### src/tte_pkg.sv
// ----------------------------------------------------------------------------
// tte_pkg
// Widths, state encoding and divider interface types of the tap tempo
// estimator.
// ----------------------------------------------------------------------------
package tte_pkg;

  localparam int TRIG_W    = 32;
  localparam int PERIOD_W  = 32;
  localparam int TICK_W    = 64;
  localparam int DIGIT_W   = 4;
  localparam int DIGITS    = TICK_W / DIGIT_W;
  localparam int DIG_IDX_W = $clog2(DIGITS);

  localparam int AVG_DEPTH = 4;
  localparam int SLOT_W    = (AVG_DEPTH > 1) ? $clog2(AVG_DEPTH) : 1;
  localparam int CNT_W     = $clog2(AVG_DEPTH + 1);
  localparam int SUM_W     = PERIOD_W + SLOT_W;
  localparam int DIVC_W    = $clog2(SUM_W);

  localparam logic [PERIOD_W-1:0] MAX_INTERVAL_RESET = 32'd48000;

  typedef enum logic [2:0] {
    ST_IDLE,
    ST_DELTA,
    ST_DECIDE,
    ST_SUM,
    ST_DIV,
    ST_EMIT
  } state_t;

  typedef struct packed {
    logic             start;
    logic [SUM_W-1:0] dividend;
    logic [CNT_W-1:0] divisor;
  } div_req_t;

  typedef struct packed {
    logic                done;
    logic [PERIOD_W-1:0] quotient;
  } div_rsp_t;

endpackage

### src/tap_tempo_estimator.sv
// ----------------------------------------------------------------------------
// Tap tempo estimator: moving average of tap intervals.
// A tick without a tap gives its item in the cycle after it is accepted.
// A tap runs a digit-serial interval subtract and compare, a decision step,
// a sum over the stored intervals, a serial division and an output step;
// a rejected interval skips the sum and division and goes to the output step.
// Synchronous active-low reset clears the control state; no clearing pass.
// ----------------------------------------------------------------------------
module tap_tempo_estimator (
  input  logic                                clk,
  input  logic                                rst_n,
  input  logic                                in_valid,
  output logic                                in_stall,
  input  logic signed [tte_pkg::TRIG_W-1:0]   in_trigger_level,
  output logic                                out_valid,
  input  logic                                out_stall,
  output logic        [tte_pkg::PERIOD_W-1:0] out_period_ticks,
  output logic                                out_tap_seen,
  input  logic                                cfg_wr_en,
  input  logic        [tte_pkg::PERIOD_W-1:0] cfg_wr_data
);

  tte_pkg::state_t state_r, state_nxt;

  logic                         was_high_r, was_high_nxt;
  logic [tte_pkg::TICK_W-1:0]   tick_r, tick_nxt;
  logic [tte_pkg::TICK_W-1:0]   last_r, last_nxt;
  logic [tte_pkg::SLOT_W-1:0]   slot_r, slot_nxt;
  logic [tte_pkg::CNT_W-1:0]    filled_r, filled_nxt;
  logic [tte_pkg::PERIOD_W-1:0] held_r, held_nxt;
  logic [tte_pkg::PERIOD_W-1:0] max_r;

  logic [tte_pkg::TICK_W-1:0]    a_sh_r, a_sh_nxt;
  logic [tte_pkg::TICK_W-1:0]    b_sh_r, b_sh_nxt;
  logic [tte_pkg::TICK_W-1:0]    m_sh_r, m_sh_nxt;
  logic [tte_pkg::TICK_W-1:0]    delta_sh_r, delta_sh_nxt;
  logic                          bw1_r, bw1_nxt;
  logic                          bw2_r, bw2_nxt;
  logic [tte_pkg::DIG_IDX_W-1:0] dig_r, dig_nxt;
  logic [tte_pkg::SUM_W-1:0]     acc_r, acc_nxt;
  logic [tte_pkg::CNT_W-1:0]     sum_idx_r, sum_idx_nxt;

  logic                         out_valid_r, out_valid_nxt;
  logic [tte_pkg::PERIOD_W-1:0] out_period_r, out_period_nxt;
  logic                         out_tap_r, out_tap_nxt;

  logic [tte_pkg::PERIOD_W-1:0] ring [tte_pkg::AVG_DEPTH];
  logic                         ring_we;

  logic                         in_accept;
  logic                         high;
  logic                         tap;
  logic [tte_pkg::DIGIT_W:0]    d_full;
  logic [tte_pkg::DIGIT_W:0]    c_full;
  logic [tte_pkg::CNT_W-1:0]    slot_inc;
  logic [tte_pkg::SUM_W-1:0]    acc_sum;

  tte_pkg::div_req_t div_req;
  tte_pkg::div_rsp_t div_rsp;

  tte_serial_div u_div (
    .clk   (clk),
    .rst_n (rst_n),
    .req   (div_req),
    .rsp   (div_rsp)
  );

  assign in_stall  = (state_r != tte_pkg::ST_IDLE) || (out_valid_r && out_stall);
  assign in_accept = in_valid && !in_stall;
  assign high      = (in_trigger_level > 0);
  assign tap       = high && !was_high_r;

  assign d_full   = {1'b0, a_sh_r[tte_pkg::DIGIT_W-1:0]}
                  - {1'b0, b_sh_r[tte_pkg::DIGIT_W-1:0]}
                  - {{tte_pkg::DIGIT_W{1'b0}}, bw1_r};
  assign c_full   = {1'b0, m_sh_r[tte_pkg::DIGIT_W-1:0]}
                  - {1'b0, d_full[tte_pkg::DIGIT_W-1:0]}
                  - {{tte_pkg::DIGIT_W{1'b0}}, bw2_r};
  assign slot_inc = tte_pkg::CNT_W'(slot_r) + tte_pkg::CNT_W'(1);
  assign acc_sum  = acc_r + tte_pkg::SUM_W'(ring[sum_idx_r[tte_pkg::SLOT_W-1:0]]);

  always_comb begin
    state_nxt      = state_r;
    was_high_nxt   = was_high_r;
    tick_nxt       = tick_r;
    last_nxt       = last_r;
    slot_nxt       = slot_r;
    filled_nxt     = filled_r;
    held_nxt       = held_r;
    a_sh_nxt       = a_sh_r;
    b_sh_nxt       = b_sh_r;
    m_sh_nxt       = m_sh_r;
    delta_sh_nxt   = delta_sh_r;
    bw1_nxt        = bw1_r;
    bw2_nxt        = bw2_r;
    dig_nxt        = dig_r;
    acc_nxt        = acc_r;
    sum_idx_nxt    = sum_idx_r;
    out_period_nxt = out_period_r;
    out_tap_nxt    = out_tap_r;
    out_valid_nxt  = out_stall ? out_valid_r : 1'b0;
    ring_we        = 1'b0;
    div_req.start    = 1'b0;
    div_req.dividend = acc_sum;
    div_req.divisor  = filled_r;

    unique case (state_r)
      tte_pkg::ST_IDLE: begin
        if (in_accept) begin
          was_high_nxt = high;
          tick_nxt     = tick_r + tte_pkg::TICK_W'(1);
          if (tap) begin
            last_nxt  = tick_r;
            a_sh_nxt  = tick_r;
            b_sh_nxt  = last_r;
            m_sh_nxt  = tte_pkg::TICK_W'(max_r);
            bw1_nxt   = 1'b0;
            bw2_nxt   = 1'b0;
            dig_nxt   = '0;
            state_nxt = tte_pkg::ST_DELTA;
          end else begin
            out_valid_nxt  = 1'b1;
            out_period_nxt = held_r;
            out_tap_nxt    = 1'b0;
          end
        end
      end
      tte_pkg::ST_DELTA: begin
        a_sh_nxt     = a_sh_r >> tte_pkg::DIGIT_W;
        b_sh_nxt     = b_sh_r >> tte_pkg::DIGIT_W;
        m_sh_nxt     = m_sh_r >> tte_pkg::DIGIT_W;
        delta_sh_nxt = {d_full[tte_pkg::DIGIT_W-1:0],
                        delta_sh_r[tte_pkg::TICK_W-1:tte_pkg::DIGIT_W]};
        bw1_nxt      = d_full[tte_pkg::DIGIT_W];
        bw2_nxt      = c_full[tte_pkg::DIGIT_W];
        dig_nxt      = dig_r + tte_pkg::DIG_IDX_W'(1);
        if (dig_r == tte_pkg::DIG_IDX_W'(tte_pkg::DIGITS - 1)) begin
          state_nxt = tte_pkg::ST_DECIDE;
        end
      end
      tte_pkg::ST_DECIDE: begin
        if (bw2_r) begin
          slot_nxt   = '0;
          filled_nxt = '0;
          state_nxt  = tte_pkg::ST_EMIT;
        end else begin
          ring_we     = 1'b1;
          filled_nxt  = (slot_inc > filled_r) ? slot_inc : filled_r;
          slot_nxt    = (slot_inc >= tte_pkg::CNT_W'(tte_pkg::AVG_DEPTH)) ?
                        '0 : slot_inc[tte_pkg::SLOT_W-1:0];
          acc_nxt     = '0;
          sum_idx_nxt = '0;
          state_nxt   = tte_pkg::ST_SUM;
        end
      end
      tte_pkg::ST_SUM: begin
        acc_nxt     = acc_sum;
        sum_idx_nxt = sum_idx_r + tte_pkg::CNT_W'(1);
        if (sum_idx_r == filled_r - tte_pkg::CNT_W'(1)) begin
          div_req.start = 1'b1;
          state_nxt     = tte_pkg::ST_DIV;
        end
      end
      tte_pkg::ST_DIV: begin
        if (div_rsp.done) begin
          held_nxt  = div_rsp.quotient;
          state_nxt = tte_pkg::ST_EMIT;
        end
      end
      tte_pkg::ST_EMIT: begin
        if (!(out_valid_r && out_stall)) begin
          out_valid_nxt  = 1'b1;
          out_period_nxt = held_r;
          out_tap_nxt    = 1'b1;
          state_nxt      = tte_pkg::ST_IDLE;
        end
      end
      default: begin
        state_nxt = tte_pkg::ST_IDLE;
      end
    endcase
  end

  always_ff @(posedge clk) begin
    if (!rst_n) begin
      state_r <= tte_pkg::ST_IDLE;
    end else begin
      state_r <= state_nxt;
    end
  end

  always_ff @(posedge clk) begin
    if (!rst_n) begin
      was_high_r  <= 1'b0;
      tick_r      <= '0;
      last_r      <= '0;
      slot_r      <= '0;
      filled_r    <= '0;
      held_r      <= '0;
      max_r       <= tte_pkg::MAX_INTERVAL_RESET;
      out_valid_r <= 1'b0;
    end else begin
      was_high_r  <= was_high_nxt;
      tick_r      <= tick_nxt;
      last_r      <= last_nxt;
      slot_r      <= slot_nxt;
      filled_r    <= filled_nxt;
      held_r      <= held_nxt;
      out_valid_r <= out_valid_nxt;
      if (cfg_wr_en) begin
        max_r <= cfg_wr_data;
      end
    end
    a_sh_r       <= a_sh_nxt;
    b_sh_r       <= b_sh_nxt;
    m_sh_r       <= m_sh_nxt;
    delta_sh_r   <= delta_sh_nxt;
    bw1_r        <= bw1_nxt;
    bw2_r        <= bw2_nxt;
    dig_r        <= dig_nxt;
    acc_r        <= acc_nxt;
    sum_idx_r    <= sum_idx_nxt;
    out_period_r <= out_period_nxt;
    out_tap_r    <= out_tap_nxt;
  end

  always_ff @(posedge clk) begin
    if (ring_we) begin
      ring[slot_r] <= delta_sh_r[tte_pkg::PERIOD_W-1:0];
    end
  end

  assign out_valid        = out_valid_r;
  assign out_period_ticks = out_period_r;
  assign out_tap_seen     = out_tap_r;

endmodule

### src/tte_serial_div.sv
// ----------------------------------------------------------------------------
// tte_serial_div
// Restoring divider that produces one quotient bit per cycle from the sum
// of the stored intervals and the number of stored intervals.
// ----------------------------------------------------------------------------
module tte_serial_div (
  input  logic              clk,
  input  logic              rst_n,
  input  tte_pkg::div_req_t req,
  output tte_pkg::div_rsp_t rsp
);

  logic                       busy_r, busy_nxt;
  logic                       done_r, done_nxt;
  logic [tte_pkg::DIVC_W-1:0] cnt_r, cnt_nxt;
  logic [tte_pkg::SUM_W-1:0]  num_r, num_nxt;
  logic [tte_pkg::SUM_W-1:0]  quo_r, quo_nxt;
  logic [tte_pkg::CNT_W-1:0]  rem_r, rem_nxt;
  logic [tte_pkg::CNT_W-1:0]  den_r, den_nxt;
  logic [tte_pkg::CNT_W:0]    trial;
  logic [tte_pkg::CNT_W:0]    diff;
  logic                       ge;

  always_comb begin
    trial    = {rem_r, num_r[tte_pkg::SUM_W-1]};
    diff     = trial - {1'b0, den_r};
    ge       = (trial >= {1'b0, den_r});
    busy_nxt = busy_r;
    done_nxt = 1'b0;
    cnt_nxt  = cnt_r;
    num_nxt  = num_r;
    quo_nxt  = quo_r;
    rem_nxt  = rem_r;
    den_nxt  = den_r;
    if (req.start) begin
      busy_nxt = 1'b1;
      cnt_nxt  = '0;
      num_nxt  = req.dividend;
      quo_nxt  = '0;
      rem_nxt  = '0;
      den_nxt  = req.divisor;
    end else if (busy_r) begin
      num_nxt = {num_r[tte_pkg::SUM_W-2:0], 1'b0};
      quo_nxt = {quo_r[tte_pkg::SUM_W-2:0], ge};
      rem_nxt = ge ? diff[tte_pkg::CNT_W-1:0] : trial[tte_pkg::CNT_W-1:0];
      cnt_nxt = cnt_r + tte_pkg::DIVC_W'(1);
      if (cnt_r == tte_pkg::DIVC_W'(tte_pkg::SUM_W - 1)) begin
        busy_nxt = 1'b0;
        done_nxt = 1'b1;
      end
    end
  end

  always_ff @(posedge clk) begin
    if (!rst_n) begin
      busy_r <= 1'b0;
      done_r <= 1'b0;
    end else begin
      busy_r <= busy_nxt;
      done_r <= done_nxt;
    end
    cnt_r <= cnt_nxt;
    num_r <= num_nxt;
    quo_r <= quo_nxt;
    rem_r <= rem_nxt;
    den_r <= den_nxt;
  end

  assign rsp.done     = done_r;
  assign rsp.quotient = quo_r[tte_pkg::PERIOD_W-1:0];

endmodule

### config.mk
export PLATFORM = sky130hd
export DESIGN_NAME = tap_tempo_estimator
export DESIGN_NICKNAME = d
export VERILOG_FILES = /design/src/tte_pkg.sv /design/src/tap_tempo_estimator.sv /design/src/tte_serial_div.sv
export SDC_FILE = /design/constraint.sdc
export NUM_CORES = 1
export LEC_CHECK = 0
export BUFFER_PORTS_ARGS = -buffer_cell sky130_fd_sc_hd__buf_2
export CORE_MARGIN = 5
export CORE_UTILIZATION = 55
export DETAILED_ROUTE_END_ITERATION = 12
export PLACE_DENSITY = 0.75
export SLEW_MARGIN = 20
export SYNTH_ARGS = -nofsm -noshare
export SYNTH_HDL_FRONTEND = slang
export SYNTH_SLANG_ARGS = --single-unit
### constraint.sdc
create_clock -name clk -period 6.4 [get_ports clk]
set_clock_uncertainty 0.1 [all_clocks]
set_input_delay 0.96 -clock clk [delete_from_list [all_inputs] [get_ports clk]]
set_output_delay 0.96 -clock clk [all_outputs]
set_load 0.005 [all_outputs]
==> qor.csv, run 1 <==
metric,value,unit
arrival,4600,ps
finalMaxSlewViolations,0,
cap_violations,0,
rows,85,
synthAdderAreaFrac,2.68,%
cts.path.max_buffers,3,
vias_per_cell,5.51,
io_buffer_count,103,
powerDensity,330,nW/um^2
fillers,4196,
start_util,55.2,%
synth_top_family_by_area,simple AND/OR/NAND/NOR gates,
cts_setup_buffers,0,
cts-resized-gates,0,
max_slew_margin,32.9,%
status,completed,
synthSimpleGateAreaFrac,16.7,%
drive_gt1_share,10.9,%
rsz0062_at_grt,no,
timing.hold.ws,317,ps
cp-start-kind,register,
area_delta_synth_final,12.0,%
grt_first_pass_wirelength,97.3,mm
cts_made_buffers,74,
core-area,53600,um^2
dr.pass1.iters,6,
grt_pass1_vias,18764,
synth-xor-area-share,2.78,%
ys_seq_area_share,63.9,%
synth_cells,2561,
p_total,0.0109,W
nNetsFinal,2768,
synth-compound-area-share,7.05,%
final_hold_viol_count,0,
setup_violations,0,
ys_warn_count,0,
dieArea,58500,um^2
detail_route.wl_per_cell,17.6,um
grt_max_degree,124,
synthDistinctLibCells,76,
cts.clk_slew.worst_paths,60,ps
crit_slowest_cell,o31ai_1,
crit_path_max_fanout,20,
fin_crit_sh,68.4,%
async_flop_share,0,%
avgSynthCellArea,11.6,um^2
clkLatencyLatePin,600,ps
postRouteAntennaNets,0,
crit_chain,buf_4 -> mux4_2 -> ha_1 -> o211ai_1 -> a21oi_1 -> o211ai_1 -> a21oi_1 -> o31ai_1 -> o31ai_1 -> xnor2_1 -> o21ai_0,
vdd_drop_max,0.236,mV
antenna_found_initial,3,
dpl.hpwl,37.1,mm
synthFlopType,edfxtp_1,
drt_wl_total,59.8,mm
syn_area,29600,um^2
synth_fp_nets,2691,
criticalPathCategory,register to register,
num_vias,18714,
grt_overflow,0,
tightest_slew,997,ps
max_freq,0.228,GHz
cp_data_required_time,6620,ps
cts_tree,done,
final_util,61.8,%
synth_edf_count,465,
fp.dieW,242,um
ioPinCount,104,
drc_errors,0,
tns,0,ps
holdBufCountCts,0,
ys_seq_elements,712,
min_path_type,register to register,
gp_congestion,0.883,
synthMuxAreaShare,4.67,%
cpPeakStageDelay,800,ps
fp.dieH,242,um
cts.sinks,712,
crit_path_end_kind,register,
drt_iter0_markers,1413,
track_usage,20.2,%
cts_root_buf,clkbuf_16,
cts_max_level,3,
crit_buf_inv,1,
p_leak,12.5,nW
layout_min_cycle_time,4380,ps
crit_family,compound AO/OA/AOI/OAI gates,
sequential cells by signal (all words and copies together), names as in the netlist, 32 cells and up, named ones only:
register and count:
a_sh_r 64, acc_r 34, b_sh_r 64, delta_sh_r 64, held_r 32, last_r 64, m_sh_r 32, max_r 32
out_period_ticks 32, ring 128, tick_r 64, u_div.num_r 34, u_div.quo_r 32
synth_stat cells (all sizes together), types with 3 or more instances:
| master | instances | area (um^2) |
|---|---|---|
| nor4 | 10 | 68.8 |
| xor2 | 36 | 315 |
| nand2 | 737 | 2770 |
| o2111ai | 3 | 26.3 |
| o211ai | 11 | 82.6 |
| o21ai | 70 | 350 |
| nor2 | 117 | 439 |
| and2 | 67 | 419 |
| a21o | 19 | 143 |
| a31oi | 6 | 58.8 |
| a211o | 5 | 43.8 |
| a211oi | 9 | 67.6 |
| nor2b | 45 | 282 |
| inv | 45 | 169 |
| nand3 | 34 | 175 |
| a21boi | 112 | 841 |
| a21oi | 42 | 225 |
| nand2b | 6 | 37.5 |
| mux2i | 66 | 661 |
| mux4 | 32 | 721 |
| buf | 19 | 83.8 |
| nand4 | 25 | 193 |
| dfxtp | 247 | 4940 |
| edfxtp | 465 | 14000 |
| or3 | 18 | 113 |
| clkbuf | 105 | 394 |
| fa | 4 | 80.1 |
| xnor2 | 58 | 508 |
| and3 | 22 | 138 |
| o31ai | 5 | 37.5 |
| ha | 57 | 713 |
| o21bai | 3 | 22.5 |
| and4 | 9 | 78.8 |
| nor3 | 19 | 139 |
layout make-up:
cell class	instances	area, um^2	area share [%]
flip-flops and latches	712	18900	57.1
multi-input cells	1679	10100	30.4
clock buffers	102	2070	6.25
well taps	696	871	2.63
repair buffers	125	696	2.10
clock inverters	33	344	1.04
inverters	46	178	0.536
diodes	2	5.00	0.0151
placed cells by master, fill, tap and decap left out, types with 22 or more instances in the layout:
master     count
mux2i_1       66
buf_2        102
a21boi_0     103
nor2_1       117
mux4_2        32
o21ai_0       64
nand3_1       33
nand4_1       22
xnor2_1       58
nand2_1      735
inv_1         43
a21oi_1       40
clkbuf_16     77
xor2_1        36
buf_4         22
dfxtp_1      245
edfxtp_1     465
and2_1        66
ha_1          57
nor2b_1       45
through the flow:
stage / std cells / instance area, um^2 / setup slack (ps)
2_1_floorplan: 2561 / 29600 / 1600
3_3_place_gp: 3258 / 30700 / 2050
3_5_place_dp: 3258 / 30700 / 1950
4_1_cts: 3393 / 33100 / 1930
5_1_grt: 3393 / 33100 / 1630
6_report: 3395 / 33100 / 2020
report_power, final:
part           switching [W]  total [W]  internal, W  leakage, nW
clock                0.00174    0.00426      0.00252         1.17
combinational       0.000795    0.00119     0.000396         4.99
sequential          0.000146    0.00547      0.00532         6.34
total                0.00268     0.0109      0.00824         12.5
final timing paths:
kind                                                from                         to  slack (ps)  cells after the start
worst max-delay path                            register  u_div.num_r[26]$_DFFE_PP_        2020                     11
worst min-delay path            delta_sh_r[57]$_DFFE_PP_   delta_sh_r[53]$_DFFE_PP_         320                      0
worst max register to register                  register  u_div.num_r[26]$_DFFE_PP_        2020                     11
worst min register to register  delta_sh_r[57]$_DFFE_PP_   delta_sh_r[53]$_DFFE_PP_         320                      0
kinds of logic (layout without fill, tap and decap cells):
kind of cell	after synthesis	count (layout)
multiplexers	98	98
other	0	2
adder cells (fa/ha/maj)	61	61
flip-flops	712	712
buffers and inverters	170	306
XOR/XNOR	94	94
AO/OA/AOI/OAI	305	305
AND/OR/NAND/NOR	1121	1121
layer usage:
metal,GRT usage [%],part of all wire (%),wire [um],vias up
met2,34.7,50,29800,390
li1,-,-,-,9074
met1,26.7,43,25800,9152
met4,5.56,2.1,1280,0
met5,0,0,0,-
met3,3.46,4.9,2930,98
No activity file was read; power rests on OpenSTA's default activity.
==> run 2, diff against run 1 <==
- clock period: 6.4 -> 3.7 ns (I/O delays scaled with it)
==> run 2 against run 1 <==
Effect of this change: first-iteration DRC count is 3.9% higher; register-to-register slack worse by 1900 ps; global-route usage shrank 0.35 points; sequential power is 73% higher; design area is 1.9% higher; fmax up 21%; die area unchanged; core utilization rose by 1.1 points; worst hold slack got worse by 240 ps; critical endpoint is now u_div.num_r[31]$_DFFE_PP_.
==> qor.csv, run 2 (synthesized netlist as in run 1, its figures left out) <==
metric,value,unit
grt_overflow,0,
ioPinCount,104,
r2r_cells,10,
seq_power_share,48.7,%
criticalPathCategory,register to register,
min_path_type,input port to register,
core-area,53600,um^2
cts.path.max_buffers,3,
cts.clk_slew.worst_paths,60,ps
area_delta_synth_final,14.1,%
dr.pass1.iters,8,
fp.dieW,242,um
grt_max_degree,124,
dieArea,58500,um^2
regMostFlops,ring,
finalMaxSlewViolations,0,
nNetsFinal,2799,
grt_pass1_vias,18780,
dpl.hpwl,36.5,mm
drive_gt1_share,12.8,%
drc_errors,0,
cts_tree,done,
detail_route.wl_per_cell,17.2,um
hold_depth,3,
p_leak,12.8,nW
vdd_drop_max,0.385,mV
drt_iter0_markers,1468,
cp-start-kind,register,
powerDensity,575,nW/um^2
grt_first_pass_wirelength,96.3,mm
cpPeakStageDelay,510,ps
drt_wl_total,59.0,mm
most-common-layout-cells,"735 x nand2_1, 465 x edfxtp_1, 245 x dfxtp_1, 117 x nor2_1, 103 x a21boi_0",
crit_buf_inv,1,
tightest_slew,953,ps
arrival,3970,ps
crit_path_end_kind,register,
dpl_worst_slack,-64.4,ps
fin_crit_sh,97.4,%
cts.sinks,712,
max_freq,0.277,GHz
io_buffer_count,103,
final_hold_viol_count,0,
mostFrequentLayoutCell,nand2_1,
crit_slowest_cell,mux4_2,
postRouteAntennaNets,0,
track_usage,19.8,%
power_switching,0.00468,W
crit_chain,bufbuf_16 -> mux4_2 -> ha_2 -> a21oi_1 -> o21ai_0 -> a221oi_1 -> a211oi_2 -> o21ai_1 -> or3_1 -> nand4_1,
path_depth,10,
largest_reg_flops,128,
cts_max_level,3,
cap_violations,0,
setup_violations,0,
fillers,3960,
p_int,0.0147,W
rows,85,
num_vias,18925,
crit_path_max_fanout,11,
antenna_found_initial,2,
final_cell_area,33700,um^2
tns,0,ps
swShare,24.1,%
timing.hold.ws,78.6,ps
combPwrFrac,11.3,%
post-place-cells,3285,
finalWorstSetupSlack,95.1,ps
gp_congestion,0.865,
instances_no_fill,3425,
cts_made_buffers,73,
power.share.clock,40.0,%
cts_root_buf,clkbuf_16,
placed_cell_area,31000,um^2
clkLatencyLatePin,620,ps
vias_per_cell,5.53,
status,completed,
layout_min_cycle_time,3600,ps
crit_family,compound AO/OA/AOI/OAI gates,
max_slew_margin,36.5,%
start_util,55.2,%
cp_data_required_time,4060,ps
fp.dieH,242,um
==> run 2: cell type report <==
class | instances | area, um^2 | area share, %
Antenna cell | 1 | 2.50 | 0.00741
Multi-Input combinational cell | 1679 | 10100 | 30.1
Clock inverter | 33 | 488 | 1.45
Clock buffer | 101 | 2080 | 6.15
Sequential cell | 712 | 18900 | 56.0
Inverter | 46 | 178 | 0.526
Tap cell | 696 | 871 | 2.58
Timing Repair Buffer | 157 | 1080 | 3.19
==> run 2: stage by stage <==
step	power, W	utilization (%)
final	0.0194	63.0
after global routing	0.0202	63.0
after CTS	0.0195	62.7
after detailed placement	0.0118	57.9
after global placement	0.0117	57.9
after floorplan	0.0110	-
==> run 2: worst reg2reg max path: cells and delay by family, from the launching register on <==
family | cells | cell delay, ps
compound gates | 5 | 1160
fa+ha+maj | 1 | 410
buf+inv | 1 | 330
flops | 1 | 440
mux | 1 | 520
simple gates | 2 | 490
==> run 2: what timing repair did <==
item	CTS	global route
pin swaps	1	4
cloned	1	0
buffers inserted	0	4
gates resized for setup	2	20
hold buffers	0	0
endpoints found under the setup margin	3	18
==> run 2: path summary, 6_finish.rpt <==
check                                         startpoint                         to  slack, ps
worst max-delay path                            register  u_div.num_r[31]$_DFFE_PP_        100
worst max register to register                  register  u_div.num_r[31]$_DFFE_PP_        100
worst min-delay path                     cfg_wr_data[13]     max_r[13]$_SDFFE_PN1P_         80
worst min register to register  delta_sh_r[60]$_DFFE_PP_   delta_sh_r[56]$_DFFE_PP_        310
==> run 2: metal layers <==
metal	track usage, %	share of wire (%)	up-vias
met5	0	0.022	-
met4	6.36	2.2	2
met3	3.81	5.4	102
met2	33.7	49	463
met1	25.9	43	9228
li1	-	-	9130
==> run 2: power groups by stage <==
| stage | Clock (W) | Combinational, W | Sequential (W) |
|---|---|---|---|
| floorplan | 0 | 0.00149 | 0.00954 |
| global placement | 0 | 0.00209 | 0.00959 |
| detailed placement | 0 | 0.00215 | 0.00961 |
| CTS | 0.00789 | 0.00218 | 0.00945 |
| global route | 0.00827 | 0.00243 | 0.00949 |
| finish | 0.00775 | 0.00219 | 0.00944 |
